<file path="config.mk">
export PLATFORM = sky130hd
export DESIGN_NAME = modbus_frame_crc_append_check
export DESIGN_NICKNAME = d
export VERILOG_FILES = /design/src/design/mbcrc_pkg.sv /design/src/design/mbcrc_core.sv /design/src/design/mbcrc_out.sv /design/src/design/modbus_frame_crc_append_check.sv
export SDC_FILE = /design/constraint.sdc
export NUM_CORES = 1
export LEC_CHECK = 0
export BUFFER_PORTS_ARGS = -buffer_cell sky130_fd_sc_hd__buf_4
export CORE_ASPECT_RATIO = 1.5
export CORE_MARGIN = 10
export CORE_UTILIZATION = 30
export CTS_BUF_LIST = sky130_fd_sc_hd__clkbuf_2
export CTS_CLUSTER_SIZE = 20
export DETAILED_ROUTE_END_ITERATION = 6
export HOLD_SLACK_MARGIN = 0.15
export PLACE_DENSITY_LB_ADDON = 0.08
export SYNTH_ARGS = -nofsm -noshare
export SYNTH_HDL_FRONTEND = slang
export SYNTH_SLANG_ARGS = --single-unit
</file>
<file path="constraint.sdc">
create_clock -name clk_i -period 7.4 [get_ports clk_i]
set_input_delay 1.48 -clock clk_i [delete_from_list [all_inputs] [get_ports clk_i]]
set_output_delay 1.48 -clock clk_i [all_outputs]
set_load 0.005 [all_outputs]
</file>
<file path="src/design/mbcrc_pkg.sv">
// ---------------------------------------------------------------------------
// mbcrc_pkg: shared types and CRC helper for the Modbus frame CRC block
// Result word layout, result kinds, frame status codes and the byte fold.
// ---------------------------------------------------------------------------
package mbcrc_pkg;

  localparam logic [15:0] CrcInit      = 16'hFFFF;
  localparam logic [15:0] CrcPoly      = 16'hA001;
  localparam logic [7:0]  FrameLenRst  = 8'd52;
  localparam logic [7:0]  ByteCountMax = 8'hFF;
  localparam logic [7:0]  MinRxLen     = 8'd2;

  // Number of result words one input word can cause
  localparam int unsigned MaxRes = 3;
  localparam int unsigned ResCntW = $clog2(MaxRes + 1);

  typedef enum logic [0:0] {
    OP_TX = 1'b0,
    OP_RX = 1'b1
  } op_e;

  typedef enum logic [1:0] {
    KIND_DATA   = 2'd0,
    KIND_CRC_LO = 2'd1,
    KIND_CRC_HI = 2'd2,
    KIND_STATUS = 2'd3
  } kind_e;

  typedef enum logic [1:0] {
    ST_OK       = 2'd0,
    ST_MISMATCH = 2'd1,
    ST_OVERFLOW = 2'd2,
    ST_SHORT    = 2'd3
  } status_e;

  typedef struct packed {
    logic [7:0] out_byte;
    kind_e      kind;
    status_e    status;
    logic       last;
  } result_t;

  // Group of results produced by one input word, entry 0 delivered first
  typedef struct packed {
    logic [ResCntW-1:0]       cnt;
    result_t [MaxRes-1:0]     res;
  } bundle_t;

  // Reflected CRC-16 fold of one byte, low bit first (eight XOR steps)
  function automatic logic [15:0] crc_fold(input logic [15:0] crc_in,
                                           input logic [7:0]  b);
    logic [15:0] c;
    c = crc_in ^ {8'h00, b};
    for (int k = 0; k < 8; k++) begin
      c = c[0] ? ((c >> 1) ^ CrcPoly) : (c >> 1);
    end
    return c;
  endfunction

endpackage

</file>
<file path="src/design/mbcrc_core.sv">
// ---------------------------------------------------------------------------
// mbcrc_core: input register, frame state and result computation
// Holds one input word, folds it into the frame state and forms its results.
// ---------------------------------------------------------------------------
module mbcrc_core (
  input  logic                clk_i,
  input  logic                rst_ni,
  input  logic                in_valid_i,
  output logic                in_ready_o,
  input  logic                op_i,
  input  logic [7:0]          data_byte_i,
  input  logic                last_byte_i,
  input  logic                cfg_we_i,
  input  logic [7:0]          cfg_wdata_i,
  input  logic                can_load_i,
  output logic                load_o,
  output mbcrc_pkg::bundle_t  bundle_o
);

  logic       in_valid_q;
  logic       op_q;
  logic [7:0] byte_q;
  logic       last_q;
  logic       advance;

  logic [7:0]  max_len_q;
  logic [15:0] crc_q, crc_d;
  logic [7:0]  held0_q, held0_d, held1_q, held1_d;
  logic [7:0]  count_q, count_d;
  logic        ovf_q, ovf_d;

  logic [15:0] crc_tx, crc_rx;
  logic [7:0]  count_inc;
  logic        ovf_rx;
  mbcrc_pkg::status_e   st;
  mbcrc_pkg::result_t   blank;

  assign advance    = in_valid_q && can_load_i;
  assign in_ready_o = !in_valid_q || advance;
  assign load_o     = advance;

  always_ff @(posedge clk_i or negedge rst_ni) begin
    if (!rst_ni) begin
      in_valid_q <= 1'b0;
    end else if (in_ready_o) begin
      in_valid_q <= in_valid_i;
    end
  end

  always_ff @(posedge clk_i) begin
    if (in_ready_o && in_valid_i) begin
      op_q   <= op_i;
      byte_q <= data_byte_i;
      last_q <= last_byte_i;
    end
  end

  always_ff @(posedge clk_i or negedge rst_ni) begin
    if (!rst_ni) begin
      max_len_q <= mbcrc_pkg::FrameLenRst;
    end else if (cfg_we_i) begin
      max_len_q <= cfg_wdata_i;
    end
  end

  always_ff @(posedge clk_i or negedge rst_ni) begin
    if (!rst_ni) begin
      crc_q   <= mbcrc_pkg::CrcInit;
      held0_q <= '0;
      held1_q <= '0;
      count_q <= '0;
      ovf_q   <= 1'b0;
    end else if (advance) begin
      crc_q   <= crc_d;
      held0_q <= held0_d;
      held1_q <= held1_d;
      count_q <= count_d;
      ovf_q   <= ovf_d;
    end
  end

  always_comb begin
    crc_tx = mbcrc_pkg::crc_fold(crc_q, byte_q);
    // receive path folds the oldest held byte once two are waiting
    crc_rx = (count_q >= mbcrc_pkg::MinRxLen) ? mbcrc_pkg::crc_fold(crc_q, held0_q)
                                              : crc_q;
    count_inc = (count_q == mbcrc_pkg::ByteCountMax) ? count_q : count_q + 8'd1;
    ovf_rx    = ovf_q || (count_inc >= max_len_q);

    if (ovf_rx) begin
      st = mbcrc_pkg::ST_OVERFLOW;
    end else if (count_inc < mbcrc_pkg::MinRxLen) begin
      st = mbcrc_pkg::ST_SHORT;
    end else if (held1_q == crc_rx[7:0] && byte_q == crc_rx[15:8]) begin
      st = mbcrc_pkg::ST_OK;
    end else begin
      st = mbcrc_pkg::ST_MISMATCH;
    end

    blank = '{out_byte: 8'h00, kind: mbcrc_pkg::KIND_DATA,
              status: mbcrc_pkg::ST_OK, last: 1'b0};
    bundle_o.res = {blank, blank, blank};
    bundle_o.cnt = '0;

    crc_d   = crc_q;
    held0_d = held0_q;
    held1_d = held1_q;
    count_d = count_q;
    ovf_d   = ovf_q;

    if (op_q == mbcrc_pkg::OP_TX) begin
      bundle_o.res[0] = '{out_byte: byte_q, kind: mbcrc_pkg::KIND_DATA,
                          status: mbcrc_pkg::ST_OK, last: 1'b0};
      crc_d = crc_tx;
      if (last_q) begin
        bundle_o.res[1] = '{out_byte: crc_tx[7:0], kind: mbcrc_pkg::KIND_CRC_LO,
                            status: mbcrc_pkg::ST_OK, last: 1'b0};
        bundle_o.res[2] = '{out_byte: crc_tx[15:8], kind: mbcrc_pkg::KIND_CRC_HI,
                            status: mbcrc_pkg::ST_OK, last: 1'b1};
        bundle_o.cnt = mbcrc_pkg::ResCntW'(3);
      end else begin
        bundle_o.cnt = mbcrc_pkg::ResCntW'(1);
      end
    end else begin
      crc_d   = crc_rx;
      held0_d = held1_q;
      held1_d = byte_q;
      count_d = count_inc;
      ovf_d   = ovf_rx;
      if (last_q) begin
        bundle_o.res[0] = '{out_byte: 8'h00, kind: mbcrc_pkg::KIND_STATUS,
                            status: st, last: 1'b1};
        bundle_o.cnt = mbcrc_pkg::ResCntW'(1);
      end
    end

    // any last byte closes the frame
    if (last_q) begin
      crc_d   = mbcrc_pkg::CrcInit;
      held0_d = '0;
      held1_d = '0;
      count_d = '0;
      ovf_d   = 1'b0;
    end
  end

endmodule

</file>
<file path="src/design/mbcrc_out.sv">
// ---------------------------------------------------------------------------
// mbcrc_out: result register and serialiser
// Holds up to three result words and hands them out one per ready cycle.
// ---------------------------------------------------------------------------
module mbcrc_out (
  input  logic                clk_i,
  input  logic                rst_ni,
  input  logic                load_i,
  input  mbcrc_pkg::bundle_t  bundle_i,
  output logic                can_load_o,
  output logic                out_valid_o,
  input  logic                out_ready_i,
  output mbcrc_pkg::result_t  head_o
);

  logic [mbcrc_pkg::ResCntW-1:0]          cnt_q;
  mbcrc_pkg::result_t [mbcrc_pkg::MaxRes-1:0] res_q;
  logic                                   pop;

  assign out_valid_o = (cnt_q != '0);
  assign pop         = out_valid_o && out_ready_i;
  // free now, or the single remaining word leaves this cycle
  assign can_load_o  = (cnt_q == '0) ||
                       (cnt_q == mbcrc_pkg::ResCntW'(1) && out_ready_i);
  assign head_o      = res_q[0];

  always_ff @(posedge clk_i or negedge rst_ni) begin
    if (!rst_ni) begin
      cnt_q <= '0;
    end else if (load_i) begin
      cnt_q <= bundle_i.cnt;
    end else if (pop) begin
      cnt_q <= cnt_q - mbcrc_pkg::ResCntW'(1);
    end
  end

  always_ff @(posedge clk_i) begin
    if (load_i) begin
      res_q <= bundle_i.res;
    end else if (pop) begin
      for (int k = 0; k < mbcrc_pkg::MaxRes - 1; k++) begin
        res_q[k] <= res_q[k+1];
      end
    end
  end

endmodule

</file>
<file path="src/design/modbus_frame_crc_append_check.sv">
// ---------------------------------------------------------------------------
// modbus_frame_crc_append_check: CRC-16/MODBUS frame append and check
// Transmit words pass through with the CRC appended; receive frames checked.
// ---------------------------------------------------------------------------
// Usage notes
//  - Input channel (in_valid_i/in_ready_o): one byte word per handshake,
//    op_i selects transmit (0) or receive (1), last_byte_i closes a frame.
//  - Output channel (out_valid_o/out_ready_i): one result word per handshake.
//    A transmit word gives its data word, plus CRC low and CRC high words
//    when it is the last byte. A receive word gives nothing, or one status
//    word on the last byte (ok, mismatch, overflow, too short).
//  - Order: an accepted word is held in the input register, then its
//    results move to the result register, whose head drives the output.
//  - Throughput: one input word per cycle while each word yields at most
//    one result and out_ready_i stays high; a transmit last byte holds the
//    input while its three results drain through the single output port.
//  - cfg_we_i/cfg_wdata_i write max_frame_len; write only while idle.
//  - Reset (rst_ni low, async) empties both registers, returns the CRC to
//    0xFFFF, clears the frame state and sets max_frame_len to 52.
//  - Receiver stall: results wait in the result register; the input
//    register keeps one more word, then in_ready_o drops until space frees.
// ---------------------------------------------------------------------------
module modbus_frame_crc_append_check (
  input  logic       clk_i,
  input  logic       rst_ni,
  input  logic       in_valid_i,
  output logic       in_ready_o,
  input  logic       op_i,
  input  logic [7:0] data_byte_i,
  input  logic       last_byte_i,
  output logic       out_valid_o,
  input  logic       out_ready_i,
  output logic [7:0] out_byte_o,
  output logic [1:0] out_kind_o,
  output logic [1:0] frame_status_o,
  output logic       last_out_o,
  input  logic       cfg_we_i,
  input  logic [7:0] cfg_wdata_i
);

  logic               load;
  logic               can_load;
  mbcrc_pkg::bundle_t bundle;
  mbcrc_pkg::result_t head;

  // input register, frame state and result forming
  mbcrc_core u_core (
    .clk_i       (clk_i),
    .rst_ni      (rst_ni),
    .in_valid_i  (in_valid_i),
    .in_ready_o  (in_ready_o),
    .op_i        (op_i),
    .data_byte_i (data_byte_i),
    .last_byte_i (last_byte_i),
    .cfg_we_i    (cfg_we_i),
    .cfg_wdata_i (cfg_wdata_i),
    .can_load_i  (can_load),
    .load_o      (load),
    .bundle_o    (bundle)
  );

  // result register, drains one word a cycle while out_ready_i is high
  mbcrc_out u_out (
    .clk_i       (clk_i),
    .rst_ni      (rst_ni),
    .load_i      (load),
    .bundle_i    (bundle),
    .can_load_o  (can_load),
    .out_valid_o (out_valid_o),
    .out_ready_i (out_ready_i),
    .head_o      (head)
  );

  assign out_byte_o     = head.out_byte;
  assign out_kind_o     = head.kind;
  assign frame_status_o = head.status;
  assign last_out_o     = head.last;

endmodule

</file>
=== Word-level counts from Yosys, hierarchy flattened ===
Cells that the tools add are included.

* Equal/unequal tests: 4
* Reductions and logical operators: 15
* Add/sub/neg operators: 2
* Order comparisons: 3
* Multiplexer cells: 42
* Bitwise gates (word level): 19

{| class="wikitable"
|+ Operators with widths
! cell !! count
|-
| 2-to-1 mux 16 bit || 19
|-
| 2-to-1 mux 8 bit || 7
|-
| 2-to-1 mux 26 bit || 2
|-
| NOT 2 -> 3 bit || 16
|-
| XOR 16 x 8 -> 16 bit || 2
|-
| 2-to-1 mux 13 bit || 2
|-
| 2-to-1 mux 18 bit || 1
|-
| == test 8 bit || 2
|-
| 2-to-1 mux 2 bit || 6
|-
| adder 8 x 1 -> 8 bit, second input constant || 1
|-
| == test 8 bit, second input constant || 1
|-
| greater-or-equal comparator 8 x 2 -> 1 bit, second input constant || 1
|-
| greater-or-equal comparator 8 bit || 1
|-
| less-than comparator 8 x 2 -> 1 bit, second input constant || 1
|-
| nonzero test 2 bit || 3
|-
| logical AND 1 bit || 5
|-
| 2-to-1 mux 5 bit || 1
|-
| 2-to-1 mux 1 bit || 4
|-
| logical OR 1 bit || 3
|-
| == test 2 x 1 -> 1 bit, second input constant || 1
|-
| zero test 2 bit || 1
|-
| AND reduction 2 bit || 1
|-
| OR reduction 2 bit || 1
|-
| subtractor 2 x 1 -> 2 bit, second input constant || 1
|-
| 2 further kinds || 2
|}

* Word-level logic and storage cells: 108
* Input bits: 23
* Register bits: 101

=== Depth between registers and ports, before layout ===
* Word-level depth: 26
* Mapped depth: 15

=== Hierarchy ===
A second synthesis with hierarchy kept.

* Cells, all modules: 523
* Area total of the unflattened synthesis: 5,733.0 um^2

{| class="wikitable"
|+ By module, submodules not included
! module !! seq. area each (um^2) !! cells each !! times used !! area each (um^2)
|-
| mbcrc_core || 1,575.3 || 424 || 1 || 4,000.1
|-
| mbcrc_out || 1,221.2 || 99 || 1 || 1,732.9
|}

=== Worst setup path before layout ===
Ideal clock, no wire load.

* Path kind: input to output
* Start: in out_ready_i
* End: out in_ready_o
* Setup slack: 4.204 ns
* Stages on the path: 2
* Arrival: 1.716 ns
* Cell sequence: a21oi_1 nand2_1

* Longest elaborated chain between the ends: 4

{| class="wikitable"
|+ RTL lines
! item !! line !! RTL
|-
| start, declared || modbus_frame_crc_append_check.sv:32 || <nowiki>input logic out_ready_i,</nowiki>
|-
| logical AND 1 bit || mbcrc_out.sv:24 || <nowiki>(cnt_q == mbcrc_pkg::ResCntW'(1) && out_ready_i);</nowiki>
|-
| logical OR 1 bit || mbcrc_out.sv:23 || <nowiki>assign can_load_o = (cnt_q == '0) ||</nowiki>
|-
| logical AND 1 bit || mbcrc_core.sv:38 || <nowiki>assign advance = in_valid_q && can_load_i;</nowiki>
|-
| logical OR 1 bit || mbcrc_core.sv:39 || <nowiki>assign in_ready_o = !in_valid_q || advance;</nowiki>
|-
| end, declared || modbus_frame_crc_append_check.sv:27 || <nowiki>output logic in_ready_o,</nowiki>
|}

Every way passes these cells.

=== Worst setup path after layout ===
* Start: reg u_core.count_q[0]
* End: reg u_out.res_q, in the netlist u_out.head_o[1] (data pin)

* Longest elaborated chain between the ends: 10

{| class="wikitable"
|+ RTL lines
! item !! line !! RTL
|-
| start, declared || mbcrc_core.sv:29 || <nowiki>logic [7:0] count_q, count_d;</nowiki>
|-
| start signal, assigned || mbcrc_core.sv:77 || <nowiki>count_q <= count_d;</nowiki>
|-
| parallel branches: the longest is 6 deep, another holds adder 8 x 1 -> 8 bit || - ||
|-
| 2-to-1 mux 2 bit (*) || mbcrc_core.sv:90 || <nowiki>if (ovf_rx) begin</nowiki>
|-
| 2-to-1 mux 5 bit (*) || mbcrc_core.sv:130 || <nowiki>if (last_q) begin</nowiki>
|-
| 2-to-1 mux 13 bit (*) || mbcrc_core.sv:111 || <nowiki>if (op_q == mbcrc_pkg::OP_TX) begin</nowiki>
|-
| 2-to-1 mux 26 bit (*) || mbcrc_out.sv:38 || <nowiki>if (load_i) begin</nowiki>
|-
| end signal, assigned || mbcrc_out.sv:39 || <nowiki>res_q <= bundle_i.res;</nowiki>
|-
| end signal, assigned by index || mbcrc_out.sv:42 || <nowiki>res_q[k] <= res_q[k+1];</nowiki>
|-
| end, declared || mbcrc_out.sv:17 || <nowiki>mbcrc_pkg::result_t [mbcrc_pkg::MaxRes-1:0] res_q;</nowiki>
|}

Mark *: on every way between the ends.
A chain may end at the register's enable or synchronous reset.

==> metrics <==
R2R setup slack 3900 ps; root buffer cell clkbuf_2; CTS buffer count 9; crit path DAT 3930 ps; flops & latches, synth 93; Critical Path Max Stage Delay 500 ps; Buffers on Ports 37; Iter 0 DRT Violations 365; sequential fraction of the synthesis area 49.6%; design area 5650 µm²; total global routing overflow 0; CP endpoint u_out.head_o[1]; WS Path Type reg2reg; combinational power share 57.9%; critical path startpoint u_core.count_q[0]; Hold-fix buffers, CTS 0; Reg power frac 32.4%; CTS HTree Levels 3; largest net degree at the start of global routing 53; endpoints failing hold 0; Longest Clk Path Bufs 2; synth top area cells edfxtp_1, dfrtp_1, dfstp_2; Reg area 2560 µm²; Routed Antenna Nets 0; drt pass-1 iters 6; Critical Path, Cell by Cell ha_1 -> nand3_1 -> or3_1 -> xnor2_1 -> ha_1 -> nand2b_1 -> a21o_1 -> a21o_1 -> a21o_1 -> a21o_1 -> a21oi_1 -> o21ai_1 -> a211oi_1; pre-CTS setup slack 3760 ps; Final #Nets 555; Vias 3680; RSZ-0062 raised after global routing no; status finished, final reports clean; CTS tree done; Worst-path clk slew 260 ps; area of the mapped netlist 5160 µm²; critical path's slowest cell dfrtp_1; crit path max fanout 8; Mapped Avg Cell Area 10.1 µm²; commonest non-fill, non-tap cell in the layout nand2_1; GRT Overall Usage 12.5%; pwr dens 561 nW/µm²; I/O pin total 38; synth warn 0; Remaining DRCs 0; postcts setup bufs 0; maximum VDD drop 222 µV; switching share of power 44.9%; GP Congestion 0.821; core footprint 16800 µm²; final worst setup slack 3900 ps; launching point of the worst reg2reg path u_core.count_q[0]; Crit. path cell count 13; # resized after CTS 0; crit path launch type register; layout cells sized above 1 16.2%; fin crit share 47.3%; fmax 286 MHz; P_leak 2.41 nW; WL final 14.1 mm; drt via density 5.00; Placed Area 5510 µm²; ys flop type edfxtp_1; Max Slew Vio Count 0; final setup violation count 0; leading cell types in the layout, fill and taps excluded nand2_1, buf_4, edfxtp_1; post-DP HPWL 10.4 mm; Syn Inst Count 511; first-pass GRT wire length 22.5 mm; EDFF count, synth 41; Crit. End Element register; Die Wd 127 µm; Slew HR 44.3%; Multi-input gate area 2280 µm²; cell internal pwr 1.75 mW; Clock Sinks 93; # Max-Cap Violations 0; Slew @ Worst Pin 834 ps; crit path time final 3500 ps; area growth from synthesis to layout 9.61%; initial antenna violation count 1; Yosys top cell by area edfxtp_1; vias in the first global route 3797; synth unique cells 50; Psw 1.42 mW; die area 22900 µm²; CP top delay family compound AO/OA/AOI/OAI gates; asr flop ratio synth 55.9%; wire per inst 19.2 µm; FP Rows 58; min-delay src u_core.crc_q[11]; clock power share 9.7%; worst reg2reg path depth 13; Hold WC Path Type reg2reg; Die Ht 181 µm; initial cell density of the core 30.6%; CP required 7830 ps; reg2reg end u_out.head_o[1]; Mapped Nets 546; Worst Skew 53.8 ps; Buf+Inv Stages, Crit Path 0; count of filler cells inserted in the layout 1724; crit-path most repeated cell a21o_1; Synth top area share 23.9%; clock latency on the worst-skew pair 630 ps; Final TNS setup 0 ps
## power groups by stage
stage / Combinational (mW) / Clock, mW / Sequential (mW)
floorplan: 1.52 / 0 / 0.923
global route: 2.03 / 0.342 / 1.05
global placement: 1.85 / 0 / 1.04
CTS: 1.87 / 0.323 / 1.03
finish: 1.84 / 0.308 / 1.03
detailed placement: 1.85 / 0 / 1.04
## Yosys cell counts (all sizes together) (2+ instances only)
cell,instances
nand2b,4
ha,12
o31ai,5
or3,2
dfrtp,33
o22ai,4
inv,26
dfstp,19
a32oi,2
a21o,4
clkbuf,22
nor4,5
nand2,74
o21ai,40
nor3,6
buf,21
a22o,20
xnor2,37
and2,6
nor2,39
o22a,11
nand4,2
nand3,10
a211oi,4
a21oi,21
xor2,18
a31oi,2
edfxtp,41
xnor3,2
mux2i,6
## tightest hold or removal path, cell delays in order (launching register included)
cell     delay [ps]
dfstp_2         460
nand2_1          60
nand2_1          50
## layer usage
layer | wire, µm | global-route usage [%]
met1 | 5630 | 14.0
met2 | 7600 | 22.0
met3 | 485 | 3.00
met4 | 430 | 5.34
met5 | 0 | 0
## worst min path at each step
stage                       endpoint  slack (ps)  depth (start not counted)
global placement    u_core.crc_q[14]         490                          2
floorplan           u_core.crc_q[14]         460                          2
global route        u_core.crc_q[11]         540                          2
detailed placement  u_core.crc_q[11]         490                          2
finish              u_core.crc_q[11]         520                          2
CTS                 u_core.crc_q[11]         520                          2
## cells by family after synthesis
kind of cell	Yosys count	synth area share [%]
muxes	7	1.38
AOI/OAI and AO/OA	120	15.4
and+or+nand+nor	152	12.7
xor gates and xnor gates	58	11.8
buffers and inverters	69	6.28
DFF	93	49.6
adders and majority gates	12	2.91
## registers in the layout, indices dropped and copies added, names as in the netlist
| register | cells |
|---|---|
| u_out.head_o | 12 |
| u_core.ovf_q | 1 |
| u_core.held0_q | 8 |
| u_core.op_q | 1 |
| u_out.cnt_q | 2 |
| u_core.in_valid_q | 1 |
| u_out.res_q | 19 |
| u_core.count_q | 8 |
| u_core.held1_q | 8 |
| u_core.byte_q | 8 |
| u_core.last_q | 1 |
| u_core.crc_q | 16 |
| u_core.max_len_q | 8 |
## metrics by stage
stage	hold slack [ps]	instances	utilization, %	total power, mW
floorplan	462	511	-	2.44
global placement	490	719	32.7	2.89
detailed placement	493	719	32.7	2.90
CTS	522	735	33.6	3.22
global route	537	736	33.6	3.43
finish	520	736	33.6	3.17
## layout make-up
type	count	area share, %
Clock buffer	10	0.885
Timing Repair Buffer	41	5.44
Antenna cell	1	0.0443
Inverter	26	1.73
Tap cell	210	4.65
Multi-Input combinational cell	349	40.4
Sequential cell	93	45.2
Clock inverter	6	1.66
(Power assumes the default switching activity.)
